<file path="src/design/tpst_pkg.sv">
`timescale 1ns / 1ps
// Shared types, constants and byte-building functions of the template page translator.
package tpst_pkg;

    localparam int LINE_BITS_DEF = 20;
    localparam int LINE_OUT_W    = 20;
    localparam int MAX_BEATS     = 9;
    localparam int CNT_W         = 4;
    localparam int PRE_MAX       = 7;
    localparam int IN_TDATA_W    = 8;
    localparam int OUT_TDATA_W   = 32;
    localparam int OUT_TUSER_W   = 3;

    localparam logic [7:0] CH_LT    = 8'h3c;
    localparam logic [7:0] CH_QM    = 8'h3f;
    localparam logic [7:0] CH_EQ    = 8'h3d;
    localparam logic [7:0] CH_HASH  = 8'h23;
    localparam logic [7:0] CH_GT    = 8'h3e;
    localparam logic [7:0] CH_CR    = 8'h0d;
    localparam logic [7:0] CH_LF    = 8'h0a;
    localparam logic [7:0] CH_BSL   = 8'h5c;
    localparam logic [7:0] CH_DQ    = 8'h22;
    localparam logic [7:0] CH_APOS  = 8'h27;
    localparam logic [7:0] CH_DOT   = 8'h2e;
    localparam logic [7:0] CH_DEL   = 8'h7f;
    localparam logic [7:0] CH_SPACE = 8'h20;

    typedef enum logic [3:0] {
        PS_START    = 4'd0,
        PS_START_LT = 4'd1,
        PS_TEXT     = 4'd2,
        PS_TEXT_LT  = 4'd3,
        PS_TAG_OPEN = 4'd4,
        PS_EXPR     = 4'd5,
        PS_EXPR_Q   = 4'd6,
        PS_CODE     = 4'd7,
        PS_CODE_Q   = 4'd8,
        PS_COMM     = 4'd9,
        PS_COMM_Q   = 4'd10,
        PS_NL1      = 4'd11,
        PS_NL2      = 4'd12
    } t_parse_state;

    // Fixed strings that can open a burst of output bytes.
    typedef enum logic [3:0] {
        PRE_NONE,
        PRE_ECHO_Q,     // echo('
        PRE_ECHO_Q_LT,  // echo('<
        PRE_CLOSE_Q,    // ')<space>
        PRE_ECHO,       // echo(
        PRE_LT,         // <
        PRE_QM,         // ?
        PRE_CLOSE,      // )<space>
        PRE_SPACE       // <space>
    } t_pre_sel;

    typedef enum logic [1:0] {
        TAIL_NONE,
        TAIL_ESC,
        TAIL_RAW
    } t_tail_sel;

    typedef struct packed {
        logic [CNT_W-1:0]          len;
        logic [MAX_BEATS-1:0][7:0] bytes;
    } t_burst;

    typedef struct packed {
        logic [1:0]      len;
        logic [1:0][7:0] bytes;
    } t_tail;

    function automatic t_burst prefix_of(t_pre_sel sel);
        t_burst p;
        p = '0;
        unique case (sel)
            PRE_ECHO_Q: begin
                p.len = CNT_W'(6);
                p.bytes[0] = "e"; p.bytes[1] = "c"; p.bytes[2] = "h";
                p.bytes[3] = "o"; p.bytes[4] = "("; p.bytes[5] = CH_APOS;
            end
            PRE_ECHO_Q_LT: begin
                p.len = CNT_W'(7);
                p.bytes[0] = "e"; p.bytes[1] = "c"; p.bytes[2] = "h";
                p.bytes[3] = "o"; p.bytes[4] = "("; p.bytes[5] = CH_APOS;
                p.bytes[6] = CH_LT;
            end
            PRE_CLOSE_Q: begin
                p.len = CNT_W'(3);
                p.bytes[0] = CH_APOS; p.bytes[1] = ")"; p.bytes[2] = CH_SPACE;
            end
            PRE_ECHO: begin
                p.len = CNT_W'(5);
                p.bytes[0] = "e"; p.bytes[1] = "c"; p.bytes[2] = "h";
                p.bytes[3] = "o"; p.bytes[4] = "(";
            end
            PRE_LT: begin
                p.len = CNT_W'(1);
                p.bytes[0] = CH_LT;
            end
            PRE_QM: begin
                p.len = CNT_W'(1);
                p.bytes[0] = CH_QM;
            end
            PRE_CLOSE: begin
                p.len = CNT_W'(2);
                p.bytes[0] = ")"; p.bytes[1] = CH_SPACE;
            end
            PRE_SPACE: begin
                p.len = CNT_W'(1);
                p.bytes[0] = CH_SPACE;
            end
            default: begin
                p = '0;
            end
        endcase
        return p;
    endfunction

    // Literal text escaping: control bytes 7..13 get a backslash letter,
    // other control bytes and DEL become a dot, quotes and backslash are escaped.
    function automatic t_tail escape_of(logic [7:0] c);
        t_tail t;
        t = '0;
        if (c >= 8'd7 && c <= 8'd13) begin
            t.len = 2'd2;
            t.bytes[0] = CH_BSL;
            unique case (c)
                8'd7:    t.bytes[1] = "a";
                8'd8:    t.bytes[1] = "b";
                8'd9:    t.bytes[1] = "t";
                8'd10:   t.bytes[1] = "n";
                8'd11:   t.bytes[1] = "v";
                8'd12:   t.bytes[1] = "f";
                default: t.bytes[1] = "r";
            endcase
        end else if (c < 8'd32 || c == CH_DEL) begin
            t.len = 2'd1;
            t.bytes[0] = CH_DOT;
        end else if (c == CH_DQ || c == CH_APOS || c == CH_BSL) begin
            t.len = 2'd2;
            t.bytes[0] = CH_BSL;
            t.bytes[1] = c;
        end else begin
            t.len = 2'd1;
            t.bytes[0] = c;
        end
        return t;
    endfunction

endpackage

</file>
<file path="src/design/template_page_to_script_translator_unit.sv">
`timescale 1ns / 1ps
// Top level of the template page to script translator.
// Template bytes enter on the s_axis side (tuser high marks the end of a template) and
// script bytes leave on the m_axis side, one byte per beat, tlast on the last beat an
// input beat causes. An input beat is parsed in the cycle it is taken and its output
// bytes (up to nine) land in one burst register that drains one beat per cycle while
// m_axis_tready is high. A beat that yields more than one byte holds the input until
// its burst has drained; beats with no output or a single byte go through at one per
// cycle likewise, and the next beat is taken in the same cycle the last burst beat leaves.
module template_page_to_script_translator_unit
    import tpst_pkg::*;
#(
    parameter int LINE_BITS = LINE_BITS_DEF
) (
    input  logic                   i_clk,
    input  logic                   i_rst_n,
    input  logic                   i_cfg_wr_en,
    input  logic                   i_cfg_wr_data,   // strip_newline_after_tag
    input  logic                   s_axis_tvalid,
    output logic                   s_axis_tready,
    input  logic [IN_TDATA_W-1:0]  s_axis_tdata,    // [7:0] in_byte
    input  logic                   s_axis_tuser,    // [0] action (1 = end of template)
    output logic                   m_axis_tvalid,
    input  logic                   m_axis_tready,
    output logic [OUT_TDATA_W-1:0] m_axis_tdata,    // [7:0] out_byte, [27:8] line_number
    output logic [OUT_TUSER_W-1:0] m_axis_tuser,    // [0] byte_valid, [1] syntax_error,
                                                    // [2] finished
    output logic                   m_axis_tlast
);

    localparam int LW = (LINE_BITS > LINE_OUT_W) ? LINE_BITS : LINE_OUT_W;

    logic                      r_strip;
    t_parse_state              r_state, n_state;
    logic [LINE_BITS-1:0]      r_line,  n_line;

    logic [MAX_BEATS-1:0][7:0] r_buf;
    logic [CNT_W-1:0]          r_cnt;
    logic                      r_bv;
    logic                      r_err;
    logic                      r_end;
    logic [LINE_OUT_W-1:0]     r_line_out;

    logic                      in_fire, out_fire;
    logic                      is_end;
    logic [7:0]                c;
    logic                      start_like;
    t_pre_sel                  pre_sel;
    t_tail_sel                 tail_sel;
    logic                      end_err;
    t_burst                    pre;
    t_tail                     esc, tail;
    t_burst                    burst;
    logic [LW-1:0]             line_wide;
    logic [LINE_OUT_W-1:0]     line_out;

    assign is_end   = s_axis_tuser;
    assign c        = s_axis_tdata;
    assign out_fire = m_axis_tvalid && m_axis_tready;
    assign s_axis_tready = (r_cnt == '0) || (r_cnt == CNT_W'(1) && m_axis_tready);
    assign in_fire  = s_axis_tvalid && s_axis_tready;

    // After a closing tag in strip mode, a byte that is not a dropped CR/LF behaves as
    // in the start state; unused codes behave as the start state too.
    always_comb begin
        unique case (r_state)
            PS_START_LT, PS_TEXT, PS_TEXT_LT, PS_TAG_OPEN, PS_EXPR, PS_EXPR_Q,
            PS_CODE, PS_CODE_Q, PS_COMM, PS_COMM_Q: start_like = 1'b0;
            PS_NL1:  start_like = (c != CH_CR) && (c != CH_LF);
            PS_NL2:  start_like = (c != CH_LF);
            default: start_like = 1'b1;
        endcase
    end

    // Next state and line count.
    always_comb begin
        n_state = r_state;
        n_line  = r_line;
        if (is_end) begin
            n_state = PS_START;
            n_line  = LINE_BITS'(1);
        end else begin
            if (c == CH_LF && r_line != '1) begin
                n_line = r_line + LINE_BITS'(1);
            end
            if (start_like) begin
                n_state = (c == CH_LT) ? PS_START_LT : PS_TEXT;
            end else begin
                unique case (r_state)
                    PS_START_LT: n_state = (c == CH_QM) ? PS_TAG_OPEN : PS_TEXT;
                    PS_TEXT:     n_state = (c == CH_LT) ? PS_TEXT_LT : PS_TEXT;
                    PS_TEXT_LT:  n_state = (c == CH_QM) ? PS_TAG_OPEN : PS_TEXT;
                    PS_TAG_OPEN: begin
                        priority if (c == CH_EQ)   n_state = PS_EXPR;
                        else if (c == CH_HASH)     n_state = PS_COMM;
                        else                       n_state = PS_CODE;
                    end
                    PS_EXPR:     n_state = (c == CH_QM) ? PS_EXPR_Q : PS_EXPR;
                    PS_CODE:     n_state = (c == CH_QM) ? PS_CODE_Q : PS_CODE;
                    PS_COMM:     n_state = (c == CH_QM) ? PS_COMM_Q : PS_COMM;
                    PS_EXPR_Q, PS_CODE_Q, PS_COMM_Q: begin
                        priority if (c == CH_GT)   n_state = r_strip ? PS_NL1 : PS_START;
                        else if (c == CH_QM)       n_state = r_state;
                        else if (r_state == PS_EXPR_Q) n_state = PS_EXPR;
                        else if (r_state == PS_CODE_Q) n_state = PS_CODE;
                        else                       n_state = PS_COMM;
                    end
                    PS_NL1:      n_state = (c == CH_CR) ? PS_NL2 : PS_START;
                    default:     n_state = PS_START;
                endcase
            end
        end
    end

    // Output selection: a fixed prefix string, the byte itself (raw or escaped), or both; end error flag.
    always_comb begin
        pre_sel  = PRE_NONE;
        tail_sel = TAIL_NONE;
        end_err  = 1'b0;
        if (is_end) begin
            unique case (r_state)
                PS_TEXT: pre_sel = PRE_CLOSE_Q;
                PS_START_LT, PS_TEXT_LT, PS_TAG_OPEN, PS_EXPR, PS_EXPR_Q,
                PS_CODE, PS_CODE_Q, PS_COMM, PS_COMM_Q: end_err = 1'b1;
                default: end_err = 1'b0;
            endcase
        end else if (start_like) begin
            if (c != CH_LT) begin
                pre_sel  = PRE_ECHO_Q;
                tail_sel = TAIL_ESC;
            end
        end else begin
            unique case (r_state)
                PS_START_LT: begin
                    if (c != CH_QM) begin
                        pre_sel  = PRE_ECHO_Q_LT;
                        tail_sel = TAIL_ESC;
                    end
                end
                PS_TEXT: begin
                    if (c != CH_LT) tail_sel = TAIL_ESC;
                end
                PS_TEXT_LT: begin
                    if (c == CH_QM) begin
                        pre_sel = PRE_CLOSE_Q;
                    end else begin
                        pre_sel  = PRE_LT;
                        tail_sel = TAIL_ESC;
                    end
                end
                PS_TAG_OPEN: begin
                    priority if (c == CH_EQ) pre_sel  = PRE_ECHO;
                    else if (c == CH_HASH)   pre_sel  = PRE_NONE;
                    else                     tail_sel = TAIL_RAW;
                end
                PS_EXPR, PS_CODE: begin
                    if (c != CH_QM) tail_sel = TAIL_RAW;
                end
                PS_EXPR_Q, PS_CODE_Q: begin
                    priority if (c == CH_GT) begin
                        pre_sel = (r_state == PS_EXPR_Q) ? PRE_CLOSE : PRE_SPACE;
                    end else if (c == CH_QM) begin
                        pre_sel = PRE_QM;
                    end else begin
                        pre_sel  = PRE_QM;
                        tail_sel = TAIL_RAW;
                    end
                end
                default: begin
                    pre_sel  = PRE_NONE;
                    tail_sel = TAIL_NONE;
                end
            endcase
        end
    end

    assign pre = prefix_of(pre_sel);
    assign esc = escape_of(c);

    always_comb begin
        unique case (tail_sel)
            TAIL_ESC: tail = esc;
            TAIL_RAW: begin
                tail          = '0;
                tail.len      = 2'd1;
                tail.bytes[0] = c;
            end
            default:  tail = '0;
        endcase
    end

    always_comb begin
        logic [CNT_W-1:0] j;
        burst.len = pre.len + CNT_W'(tail.len);
        for (int i = 0; i < MAX_BEATS; i++) begin
            j = CNT_W'(i) - pre.len;
            if (CNT_W'(i) < pre.len) begin
                burst.bytes[i] = pre.bytes[i];
            end else if (j == CNT_W'(0)) begin
                burst.bytes[i] = tail.bytes[0];
            end else if (j == CNT_W'(1)) begin
                burst.bytes[i] = tail.bytes[1];
            end else begin
                burst.bytes[i] = 8'h00;
            end
        end
    end

    // Reported line is the count after this beat's own LF, before an end resets it.
    assign line_wide = LW'(is_end ? r_line : n_line);
    assign line_out  = line_wide[LINE_OUT_W-1:0];

    always_ff @(posedge i_clk) begin
        if (!i_rst_n) begin
            r_strip <= 1'b1;
            r_state <= PS_START;
            r_line  <= LINE_BITS'(1);
            r_cnt   <= '0;
        end else begin
            if (i_cfg_wr_en) begin
                r_strip <= i_cfg_wr_data;
            end
            if (in_fire) begin
                r_state <= n_state;
                r_line  <= n_line;
            end
            if (in_fire) begin
                if (is_end && burst.len == '0) begin
                    r_cnt <= CNT_W'(1);
                end else begin
                    r_cnt <= burst.len;
                end
            end else if (out_fire) begin
                r_cnt <= r_cnt - CNT_W'(1);
            end
        end
    end

    always_ff @(posedge i_clk) begin
        if (in_fire) begin
            r_buf      <= burst.bytes;
            r_bv       <= !(is_end && burst.len == '0);
            r_err      <= end_err;
            r_end      <= is_end;
            r_line_out <= line_out;
        end else if (out_fire) begin
            for (int i = 0; i < MAX_BEATS - 1; i++) begin
                r_buf[i] <= r_buf[i+1];
            end
            r_buf[MAX_BEATS-1] <= 8'h00;
        end
    end

    assign m_axis_tvalid = (r_cnt != '0);
    assign m_axis_tlast  = (r_cnt == CNT_W'(1));
    assign m_axis_tdata  = {(OUT_TDATA_W - LINE_OUT_W - 8)'(0), r_line_out, r_buf[0]};
    assign m_axis_tuser  = {r_end && m_axis_tlast, r_err, r_bv};

endmodule
</file>
<file path="config.mk">
export PLATFORM = sky130hd
export DESIGN_NAME = template_page_to_script_translator_unit
export DESIGN_NICKNAME = d
export VERILOG_FILES = /design/src/design/tpst_pkg.sv /design/src/design/template_page_to_script_translator_unit.sv
export SDC_FILE = /design/constraint.sdc
export NUM_CORES = 1
export LEC_CHECK = 0
export ABC_AREA = 1
export BUFFER_PORTS_ARGS = -buffer_cell sky130_fd_sc_hd__buf_2
export CAP_MARGIN = 15
export CORE_AREA = 5 5 169 171
export CTS_CLUSTER_SIZE = 14
export DETAILED_ROUTE_END_ITERATION = 6
export DIE_AREA = 0 0 174 176
export GPL_ROUTABILITY_DRIVEN = 0
export SETUP_SLACK_MARGIN = 0.15
export SYNTH_ARGS = -nofsm -noshare
export SYNTH_HDL_FRONTEND = slang
export SYNTH_SLANG_ARGS = --single-unit
</file>
<file path="constraint.sdc">
create_clock -name i_clk -period 7.77 [get_ports i_clk]
set_input_delay 0.777 -clock i_clk [delete_from_list [all_inputs] [get_ports i_clk]]
set_output_delay 0.777 -clock i_clk [all_outputs]
set_load 0.02 [all_outputs]
</file>
==> impl_metrics.json, run 1 <==
{
  "final_worst_setup_slack_ps": 3780,
  "slew_violations": 0,
  "synth_edf_count": 95,
  "worstPathCellList": "buf_2, inv_1, nand2_2, nor2_4, nand2_2, nand3_1, nand3_2, or3_1, nand2_1, ha_1, inv_1, o21ai_0, a21oi_1, a22oi_1, nand2_1, nand2_1, nand2_1",
  "finalSetupViolCount": 0,
  "dp_worst_setup_slack_ps": 3410,
  "via_per_inst": 5.13,
  "area_occupied_by_multi_input_gates_mm2": 0.00379,
  "detailroute.via_count": 7288,
  "crit_required_ps": 8060,
  "finalClockSkew_ps": 11.4,
  "drc": 0,
  "postcts_resize_cnt": 0,
  "crit_path_max_fanout": 8,
  "synth.area.top_cells": "sky130_fd_sc_hd__edfxtp_1, sky130_fd_sc_hd__nand2_1, sky130_fd_sc_hd__dfxtp_1",
  "fp.dieArea_mm2": 0.0306,
  "max-vdd-ir-drop_mv": 0.183,
  "clock_insertion_delay_worst_skew_ps": 430,
  "postRouteAntennaNets": 0,
  "cts_made_buffers": 17,
  "timing.setup.critical_path_class": "primary input to register",
  "worst_max_slew_pin_slew_ps": 1170,
  "p_leak_nw": 3.72,
  "start_util_pct": 29.6,
  "syn-instance-count": 1034,
  "power_density_mw_per_mm2": 438,
  "synthesis.yosys.warnings": 0,
  "clock_tree.buffer_depth": 2,
  "ios": 53,
  "yosys.area.top_type": "sky130_fd_sc_hd__edfxtp_1",
  "clkTransAtPathRegs_ps": 60,
  "min_period_ps": 3990,
  "synth-seq-area-share_pct": 43.4,
  "post-route-period-util_pct": 51.4,
  "syn-mean-instance-area_um2": 7.66,
  "grt_pass1_wl_um": 37500,
  "max-cap-violations": 0,
  "share_of_final_layout_standard_cells_stronger_than_drive_strength_1_pct": 13.2,
  "grt_pass1_vias": 6902,
  "area_growth_pct": 14.2,
  "unrepaired_setup_endpoints_after_global_routing": "false",
  "postRouteWirelength_um": 23300,
  "fin_cells": 1422,
  "insertedDiodeCount": 0,
  "count_of_distinct_cell_types_in_the_synthesized_netlist": 50,
  "grt_usage_pct": 15.2,
  "postCtsHoldBufs": 0,
  "final.setup.tns_ps": 0,
  "tritonroute_pass_1_iters": 5,
  "cts.root.buffer_cell": "sky130_fd_sc_hd__clkbuf_16",
  "nature_of_the_critical_path_startpoint": "primary input",
  "port-buffer-count": 48,
  "post_synthesis_cell_area_mm2": 0.00792,
  "initialDrtViolationCount": 856,
  "cpPeakStageDelay_ps": 930,
  "critical_path_arrival_ps": 4280,
  "netlist.area_leader.share_pct": 36.0,
  "grt_overflow_total": 0,
  "grt_start_max_net_pins": 101,
  "cts_htree_levels": 4,
  "routedWlPerCell_um": 16.4,
  "die_w_um": 174,
  "ff_latch_area_mm2": 0.00343,
  "cts_num_sinks": 124,
  "tritoncts_clock_tree": "built",
  "number_of_antenna_violations_at_the_first_check_in_global_routing": 0,
  "hold_path_class": "register to register",
  "cp-end-kind": "register",
  "dpl.cell_count": 1390,
  "synth.ff_latch_count": 124,
  "timing.max_slew.rel_slack_pct": 22.0,
  "path_common_cell": "sky130_fd_sc_hd__nand2_1",
  "result_of_the_run": "finished, final reports clean",
  "fillerInstances": 2813,
  "max_freq_mhz": 250,
  "cts.repair_timing.setup_buffer_count": 0,
  "crit_path_max_delay_cell_type": "sky130_fd_sc_hd__a21oi_1",
  "synth_top_flop_cell": "sky130_fd_sc_hd__edfxtp_1",
  "design.core.area_mm2": 0.0267,
  "hold_viol": 0,
  "synth-async-reset-ratio_pct": 0,
  "final_nets": 1101,
  "fin_util_pct": 33.8,
  "dpl.hpwl_um": 16800,
  "rows": 60,
  "chipHeight_um": 176
}
[power breakdown]
group	switching, mW	internal (mW)	leakage, nW
Clock	0.320	0.489	0.289
Combinational	1.37	0.496	2.26
Sequential	0.117	1.17	1.17
[final cells by class]
type / instances / area share (%)
clock buffer: 22 / 5.48
sequential: 124 / 38.0
clock inverter: 10 / 1.15
timing repair buffer: 55 / 3.24
multi-input combinational: 737 / 41.9
inverter: 133 / 5.55
tap: 341 / 4.72
[cell families (layout without fill, tap and decap cells)]
family	count (synthesis)	count (layout)	synth area share, %
XOR/XNOR	7	7	0.774
flip-flops	124	124	43.4
adder cells (fa/ha/maj)	18	18	2.94
buffers and inverters	176	220	9.12
other	1	4	0.0474
AND/OR/NAND/NOR	463	463	27.0
AO/OA/AOI/OAI	245	245	16.7
[worst paths after layout]
path                                              to  cells after the start               startpoint  slack, ps
worst max-delay path             r_buf[11]$_DFFE_PP_                     17          s_axis_tdata[7]       3780
worst min-delay path            r_strip$_SDFFE_PN1P_                      2     r_strip$_SDFFE_PN1P_        480
worst max register to register   r_buf[20]$_DFFE_PP_                     19  r_state[0]$_SDFFE_PN0P_       3890
worst min register to register  r_strip$_SDFFE_PN1P_                      2     r_strip$_SDFFE_PN1P_        480
[registers in the layout, summed over array words and instances (netlist names)]
name,flops
r_cnt,4
r_state,4
r_buf,64
r_line,20
r_bv,1
r_end,1
r_line_out,20
r_err,1
r_strip,1
m_axis_tdata,8
[synth_stat cells (all sizes together) (2+ instances only)]
cell type  count
nor4           3
edfxtp        95
xor2           6
o22ai          3
a221oi         3
o21ai         93
or2            2
inv          129
a31oi          9
nand3b         2
dfxtp         29
clkinv         4
ha            17
o211ai         7
a211oi         3
clkbuf        23
o311ai         2
nor2         101
o31ai          6
a22oi          3
buf           20
nor3b          2
nand2        243
nand4         27
nor3          15
a21oi        111
nand3         65
[metrics by stage]
stage          hold WS, ps  instance area [um^2]  total power [mW]
2_1_floorplan          447                  7930              2.65
3_3_place_gp           474                  8440              3.13
3_5_place_dp           474                  8440              3.14
4_1_cts                483                  9040              3.96
5_1_grt                544                  9040              4.25
6_report               481                  9040              3.96
[critical path: cells and delay by family]
family | cells | cell delay [ps]
buffers and inverters | 3 | 290
AO/OA/AOI/OAI | 3 | 1420
adder cells (fa/ha/maj) | 1 | 290
AND/OR/NAND/NOR | 10 | 1480
[layout by cell type, fill, tap and decap left out, types with 4 or more instances in the layout]
master and n:
sky130_fd_sc_hd__a21oi_1 111, sky130_fd_sc_hd__a31oi_1 9, sky130_fd_sc_hd__buf_2 48, sky130_fd_sc_hd__buf_4 7, sky130_fd_sc_hd__clkbuf_16 18, sky130_fd_sc_hd__conb_1 4, sky130_fd_sc_hd__dfxtp_1 29, sky130_fd_sc_hd__edfxtp_1 95
sky130_fd_sc_hd__ha_1 17, sky130_fd_sc_hd__inv_1 116, sky130_fd_sc_hd__inv_2 12, sky130_fd_sc_hd__nand2_1 228, sky130_fd_sc_hd__nand2_2 13, sky130_fd_sc_hd__nand3_1 56, sky130_fd_sc_hd__nand3_2 9, sky130_fd_sc_hd__nand4_1 26
sky130_fd_sc_hd__nor2_1 86, sky130_fd_sc_hd__nor2_2 6, sky130_fd_sc_hd__nor2_4 7, sky130_fd_sc_hd__nor3_1 15, sky130_fd_sc_hd__o211ai_1 7, sky130_fd_sc_hd__o21ai_0 86, sky130_fd_sc_hd__o21ai_1 6, sky130_fd_sc_hd__o31ai_1 6
sky130_fd_sc_hd__xor2_1 6
[metal layers]
layer | global-route usage, % | part of all wire, % | vias up
met1 | 20.5 | 45 | 3384
met5 | 0 | 0 | -
met3 | 3.68 | 7.0 | 42
met2 | 23.6 | 45 | 283
met4 | 5.81 | 2.7 | 0
li1 | - | - | 3579
Note: power is estimated with default switching activity, not from simulation.
==> run 2: changes to the inputs <==
ABC_AREA = 0   (was 1)
CORE_AREA = 5 5 170 172   (was 5 5 169 171)
DIE_AREA = 0 0 175 177   (was 0 0 174 176)
clock period = 3.8 ns   (was 7.77 ns; I/O delays follow)
==> impl_metrics.json, run 2 <==
{
  "clock_insertion_delay_worst_skew_ps": 420,
  "biggestRegsByFlops": "r_buf x64, r_line x20, r_line_out x20",
  "routedWlPerCell_um": 18.1,
  "synth_top_flop_cell": "sky130_fd_sc_hd__edfxtp_1",
  "worstSetupStartpoint": "r_state[2]$_SDFFE_PN0P_",
  "rr_startpoint": "r_state[2]$_SDFFE_PN0P_",
  "count_of_distinct_cell_types_in_the_synthesized_netlist": 94,
  "nature_of_the_critical_path_startpoint": "register",
  "finalSetupViolCount": 0,
  "synth_most_common_cell": "sky130_fd_sc_hd__nand2_1",
  "design_area_mm2": 0.00972,
  "dp_worst_setup_slack_ps": 14.3,
  "grt_pass1_vias": 6710,
  "die_w_um": 175,
  "cts_num_sinks": 124,
  "critical_path_arrival_ps": 3690,
  "cpPeakStageDelay_ps": 550,
  "path_delay_family": "simple AND/OR/NAND/NOR gates",
  "ios": 53,
  "timing.rr.end": "r_bv$_DFFE_PP_",
  "synth_top_family_by_area": "compound AO/OA/AOI/OAI gates",
  "synth.ff_latch_count": 124,
  "timing.reg2reg.worst_path_depth": 14,
  "tritoncts_clock_tree": "built",
  "start_util_pct": 29.3,
  "fp.dieArea_mm2": 0.0310,
  "hold_path_class": "primary input to register",
  "finalClockSkew_ps": 8.27,
  "synth-async-reset-ratio_pct": 0,
  "hold_viol": 0,
  "post_synthesis_cell_area_mm2": 0.00800,
  "chipHeight_um": 177,
  "slew_violations": 0,
  "share_of_final_layout_standard_cells_stronger_than_drive_strength_1_pct": 23.6,
  "clock_tree.buffer_depth": 2,
  "synth_edf_count": 95,
  "critPathBufInv": 4,
  "result_of_the_run": "finished, final reports clean",
  "design.core.area_mm2": 0.0273,
  "timing.hold.ws_ps": 181,
  "fin_cells": 1299,
  "syn-instance-count": 847,
  "max-vdd-ir-drop_mv": 0.321,
  "fin_util_pct": 35.6,
  "final_cell_mix": "sky130_fd_sc_hd__nand2_1, sky130_fd_sc_hd__edfxtp_1, sky130_fd_sc_hd__buf_4",
  "setup.worst_path.end": "r_bv$_DFFE_PP_",
  "syn-mean-instance-area_um2": 9.44,
  "crit_path_max_delay_cell_type": "sky130_fd_sc_hd__fa_1",
  "synth.mux.area_fraction_pct": 1.14,
  "totalPowerFinal_mw": 6.46,
  "max_freq_mhz": 283,
  "synthesis.yosys.warnings": 0,
  "post_synth_fa_ha_maj_area_fraction_pct": 2.75,
  "unrepaired_setup_endpoints_after_global_routing": "true",
  "final_worst_setup_slack_ps": 266,
  "synth_simple_gate_area_share_pct": 22.1,
  "number_of_antenna_violations_at_the_first_check_in_global_routing": 0,
  "dpl.hpwl_um": 16900,
  "tritonroute_pass_1_iters": 5,
  "max-cap-violations": 0,
  "post_synthesis_xor_xnor_area_fraction_pct": 2.52,
  "placement.cell_area_mm2": 0.00901,
  "dpl.cell_count": 1261,
  "regMostFlops": "r_buf",
  "worstPathCellList": "buf_4, nor4b_4, o21ai_1, o21ai_1, o21a_1, buf_4, nor2_1, a21o_4, clkinv_4, ha_1, inv_1, fa_1, nand3_1, or2_2",
  "netlist.area_leader.share_pct": 35.7,
  "synth-seq-area-share_pct": 42.9,
  "fillerInstances": 2754,
  "min_period_ps": 3530,
  "postRouteWirelength_um": 23500,
  "timing.max_slew.rel_slack_pct": 43.5,
  "grt_usage_pct": 15.0,
  "port-buffer-count": 48,
  "crit_path_max_fanout": 7,
  "synth.area.top_cells": "sky130_fd_sc_hd__edfxtp_1, sky130_fd_sc_hd__dfxtp_1, sky130_fd_sc_hd__nand2_1",
  "p_leak_nw": 3.65,
  "grt_pass1_wl_um": 37300,
  "worst_max_slew_pin_slew_ps": 839,
  "cts_made_buffers": 17,
  "postRouteAntennaNets": 0,
  "timing.setup.critical_path_class": "register to register",
  "crit_required_ps": 3960,
  "drc": 0,
  "rows": 61,
  "power_density_mw_per_mm2": 664,
  "cp-end-kind": "register",
  "post-route-period-util_pct": 93.0,
  "final_nets": 972,
  "rrSetupSlack_ps": 270,
  "synth_compound_gate_area_share_pct": 22.6,
  "clkTransAtPathRegs_ps": 60,
  "initialDrtViolationCount": 1014,
  "synthTopCellsByCount": "sky130_fd_sc_hd__nand2_1, sky130_fd_sc_hd__edfxtp_1, sky130_fd_sc_hd__nor2_1",
  "final.setup.tns_ps": 0,
  "detailroute.via_count": 7096,
  "insertedDiodeCount": 0,
  "grt_overflow_total": 0,
  "yosys.area.top_type": "sky130_fd_sc_hd__edfxtp_1",
  "crit_cells": 14,
  "area_growth_pct": 21.5,
  "cts_htree_levels": 4,
  "via_per_inst": 5.46,
  "grt_start_max_net_pins": 78,
  "cts.root.buffer_cell": "sky130_fd_sc_hd__clkbuf_16",
  "largest_register_ffs": 64
}
## run 2: worst min path at each step
stage                                       start                 endpoint  cells past startpoint
after floorplan                      s_axis_tuser          r_end$_DFFE_PP_                      0
after global placement    r_line[18]$_SDFFE_PN0P_  r_line[18]$_SDFFE_PN0P_                      2
after detailed placement   r_line[7]$_SDFFE_PN0P_   r_line[7]$_SDFFE_PN0P_                      1
after CTS                           i_cfg_wr_data     r_strip$_SDFFE_PN1P_                      3
after global routing                i_cfg_wr_data     r_strip$_SDFFE_PN1P_                      3
final                               i_cfg_wr_data     r_strip$_SDFFE_PN1P_                      3
## run 2: kinds of logic (layout without fill, tap and decap cells)
family | after synthesis | count (layout)
AOI/OAI and AO/OA | 251 | 251
xor gates and xnor gates | 23 | 23
adders and majority gates | 17 | 17
buffers and inverters | 100 | 203
DFF | 124 | 124
muxes | 9 | 9
other | 1 | 4
and+or+nand+nor | 322 | 322
## run 2: power breakdown
part / leakage (nW) / switching, mW / total [mW] / internal (mW)
combinational: 2.20 / 1.59 / 2.43 / 0.838
sequential: 1.17 / 0.168 / 2.44 / 2.28
clock: 0.273 / 0.623 / 1.59 / 0.962
## run 2: metal layers
layer | part of all wire [%] | track usage, % | up-vias
met2 | 43 | 22.5 | 308
met5 | 0 | 0 | -
met3 | 7.9 | 3.25 | 45
li1 | - | - | 3362
met4 | 2.2 | 4.94 | 0
met1 | 47 | 21.5 | 3381
## run 2: repair_timing
item,4_1_cts,5_1_grt
hold buffers,0,0
setup buffers,0,6
gates resized for setup,3,18
pin swaps,0,6
endpoints found under the setup margin,1,32
## run 2: layout make-up
cell class / count / area (um^2) / area share, %
multi-input combinational: 626 / 4200 / 43.2
sequential: 124 / 3440 / 35.4
timing repair buffer: 140 / 951 / 9.78
tap: 346 / 433 / 4.45
clock buffer: 17 / 425 / 4.38
clock inverter: 15 / 148 / 1.52
inverter: 31 / 121 / 1.25
## run 2: tightest hold or removal path: stages
cell                      delay, ps
sky130_fd_sc_hd__buf_2           80
sky130_fd_sc_hd__mux2i_1         60
sky130_fd_sc_hd__nand2_1         60
==> run 3: changes to the inputs <==
--- a/config.mk
+++ b/config.mk
@@ -10,6 +10,6 @@
 export CAP_MARGIN = 15
-export CORE_AREA = 5 5 170 172
+export CORE_AREA = 3 3 168 170
 export CTS_CLUSTER_SIZE = 14
 export DETAILED_ROUTE_END_ITERATION = 6
-export DIE_AREA = 0 0 175 177
+export DIE_AREA = 0 0 171 173
 export GPL_ROUTABILITY_DRIVEN = 0
==> constraint.sdc (replaced) <==
create_clock -name i_clk -period 3.3 [get_ports i_clk]
set_input_delay 0.33 -clock i_clk [delete_from_list [all_inputs] [get_ports i_clk]]
set_output_delay 0.33 -clock i_clk [all_outputs]
set_load 0.1 [all_outputs]
==> impl_metrics.json, run 3 (same netlist as run 2, synthesis figures left out) <==
{
  "min_period_ps": 3350,
  "largest_register_ffs": 64,
  "timing.rr.end": "r_buf[37]$_DFFE_PP_",
  "via_per_inst": 5.37,
  "insertedDiodeCount": 0,
  "totalPowerFinal_mw": 9.05,
  "dpl.cell_count": 1336,
  "finalClockSkew_ps": 11.6,
  "cpPeakStageDelay_ps": 380,
  "grt_start_max_net_pins": 75,
  "biggestRegsByFlops": "r_buf x64, r_line x20, r_line_out x20",
  "regMostFlops": "r_buf",
  "max-vdd-ir-drop_mv": 0.498,
  "postCtsHoldBufs": 0,
  "met1_length_um": 11500,
  "timing.hold.ws_ps": 126,
  "met3_wirelength_um": 1570,
  "routed.top_layer": "met4",
  "timing.reg2reg.worst_path_depth": 16,
  "slew_violations": 0,
  "postRouteAntennaNets": 0,
  "fin_cells": 1395,
  "crit_path_max_fanout": 7,
  "timing.max_slew.rel_slack_pct": 54.1,
  "grt_pass1_vias": 7183,
  "cts_made_buffers": 17,
  "chipHeight_um": 173,
  "finalSetupViolCount": 11,
  "number_of_antenna_violations_at_the_first_check_in_global_routing": 0,
  "p_leak_nw": 4.27,
  "post-route-period-util_pct": 101,
  "ios": 53,
  "worstPathCellList": "buf_6, o211a_1, a211o_1, buf_6, a21oi_2, buf_4, o21ai_4, or3_4, o21a_4, ha_4, buf_4, nand3b_1, or3_4, buf_4, o21ai_1, or3b_1",
  "design_area_mm2": 0.0111,
  "final_cell_mix": "sky130_fd_sc_hd__buf_4, sky130_fd_sc_hd__edfxtp_1, sky130_fd_sc_hd__nand2_1",
  "whs_path_depth": 3,
  "grt_overflow_total": 0,
  "cts_num_sinks": 124,
  "rows": 60,
  "cp-end-kind": "register",
  "clock_insertion_delay_worst_skew_ps": 420,
  "hold_path.startpoint": "i_cfg_wr_data",
  "initialDrtViolationCount": 747,
  "final_worst_setup_slack_ps": -49.1,
  "fp.dieArea_mm2": 0.0296,
  "final.setup.tns_ps": -270,
  "final_nets": 1073,
  "start_util_pct": 29.8,
  "critical_path_arrival_ps": 3510,
  "worst_max_slew_pin_slew_ps": 680,
  "critPathBufInv": 5,
  "cts.root.buffer_cell": "sky130_fd_sc_hd__clkbuf_16",
  "crit_required_ps": 3460,
  "dpl.hpwl_um": 17400,
  "mostFrequentLayoutCell": "sky130_fd_sc_hd__buf_4",
  "tritoncts_clock_tree": "built",
  "path_delay_family": "simple AND/OR/NAND/NOR gates",
  "detailroute.via_count": 7495,
  "grt_pass1_wl_um": 39500,
  "fillerInstances": 2551,
  "failed_checks": "negative setup slack",
  "share_of_final_layout_standard_cells_stronger_than_drive_strength_1_pct": 39.8,
  "rrSetupSlack_ps": -50,
  "max_freq_mhz": 299,
  "result_of_the_run": "finished with violations",
  "port-buffer-count": 48,
  "grt_usage_pct": 16.5,
  "placement.cell_area_mm2": 0.00979,
  "dp_worst_setup_slack_ps": -307,
  "die_w_um": 171,
  "hold_path_class": "primary input to register",
  "path_common_cell": "sky130_fd_sc_hd__buf_4",
  "hold-path-endpoint": "r_strip$_SDFFE_PN1P_",
  "fin_util_pct": 41.5,
  "postRouteWirelength_um": 25100,
  "drc": 0,
  "crit_path_max_delay_cell_type": "sky130_fd_sc_hd__or3b_1",
  "area_growth_pct": 39.4,
  "nature_of_the_critical_path_startpoint": "register",
  "power_density_mw_per_mm2": 812,
  "clock_tree.buffer_depth": 2,
  "hold_viol": 0,
  "met2_length_um": 11600,
  "timing.setup.critical_path_class": "register to register",
  "unrepaired_setup_endpoints_after_global_routing": "true",
  "tritonroute_pass_1_iters": 6,
  "design.core.area_mm2": 0.0269,
  "routedWlPerCell_um": 18.0,
  "cts_htree_levels": 4,
  "max-cap-violations": 0,
  "rr_startpoint": "r_state[2]$_SDFFE_PN0P_",
  "clkTransAtPathRegs_ps": 60
}
-- run 3: cell types whose count changed in the layout (fill, tap and decap cells not counted), sizes merged --
| cell | previous run | this run |
|---|---|---|
| bufinv | 2 | 3 |
| buf | 140 | 241 |
| clkinv | 9 | 10 |
| inv | 32 | 31 |
| clkinvlp | 3 | 2 |
-- run 3: layout make-up --
| type | instances | area, um^2 | area share (%) |
|---|---|---|---|
| timing repair buffer | 241 | 1840 | 16.5 |
| clock inverter | 15 | 173 | 1.55 |
| inverter | 31 | 129 | 1.16 |
| sequential | 124 | 3450 | 30.9 |
| clock buffer | 17 | 425 | 3.82 |
| tap | 341 | 427 | 3.83 |
| multi-input combinational | 626 | 4700 | 42.2 |
-- run 3: routing by layer --
| metal | up-vias | global-route usage (%) |
|---|---|---|
| met5 | - | 0 |
| met4 | 0 | 4.93 |
| met1 | 3629 | 23.7 |
| met2 | 262 | 25.2 |
| li1 | 3572 | - |
| met3 | 32 | 3.29 |
-- run 3: tightest hold or removal path: stages --
cell	delay, ps
sky130_fd_sc_hd__buf_2	80
sky130_fd_sc_hd__mux2i_1	60
sky130_fd_sc_hd__nand2_1	50
-- run 3: worst max-delay path by stage --
stage	slack, ps	to	cells past startpoint	from
floorplan	-110	m_axis_tdata[2]$_DFFE_PP_	14	s_axis_tdata[7]
finish	-50	r_buf[37]$_DFFE_PP_	16	r_state[2]$_SDFFE_PN0P_
detailed placement	-310	r_bv$_DFFE_PP_	17	s_axis_tdata[7]
global route	-130	m_axis_tdata[1]$_DFFE_PP_	16	r_state[2]$_SDFFE_PN0P_
global placement	-230	m_axis_tdata[3]$_DFFE_PP_	16	s_axis_tdata[7]
CTS	-10	r_bv$_DFFE_PP_	15	r_state[3]$_SDFFE_PN0P_
-- run 3: what timing repair did --
action                                  4_1_cts  5_1_grt
pin swaps                                    17       42
setup buffers                                14       13
endpoints found under the setup margin       73       70
cloned                                        0        0
resized for setup                            58       82
-- run 3: report_power, final --
group / switching, mW / internal [mW] / total, mW
clock: 0.741 / 1.19 / 1.93
combinational: 2.99 / 1.31 / 4.30
sequential: 0.200 / 2.62 / 2.82
total: 3.93 / 5.12 / 9.05
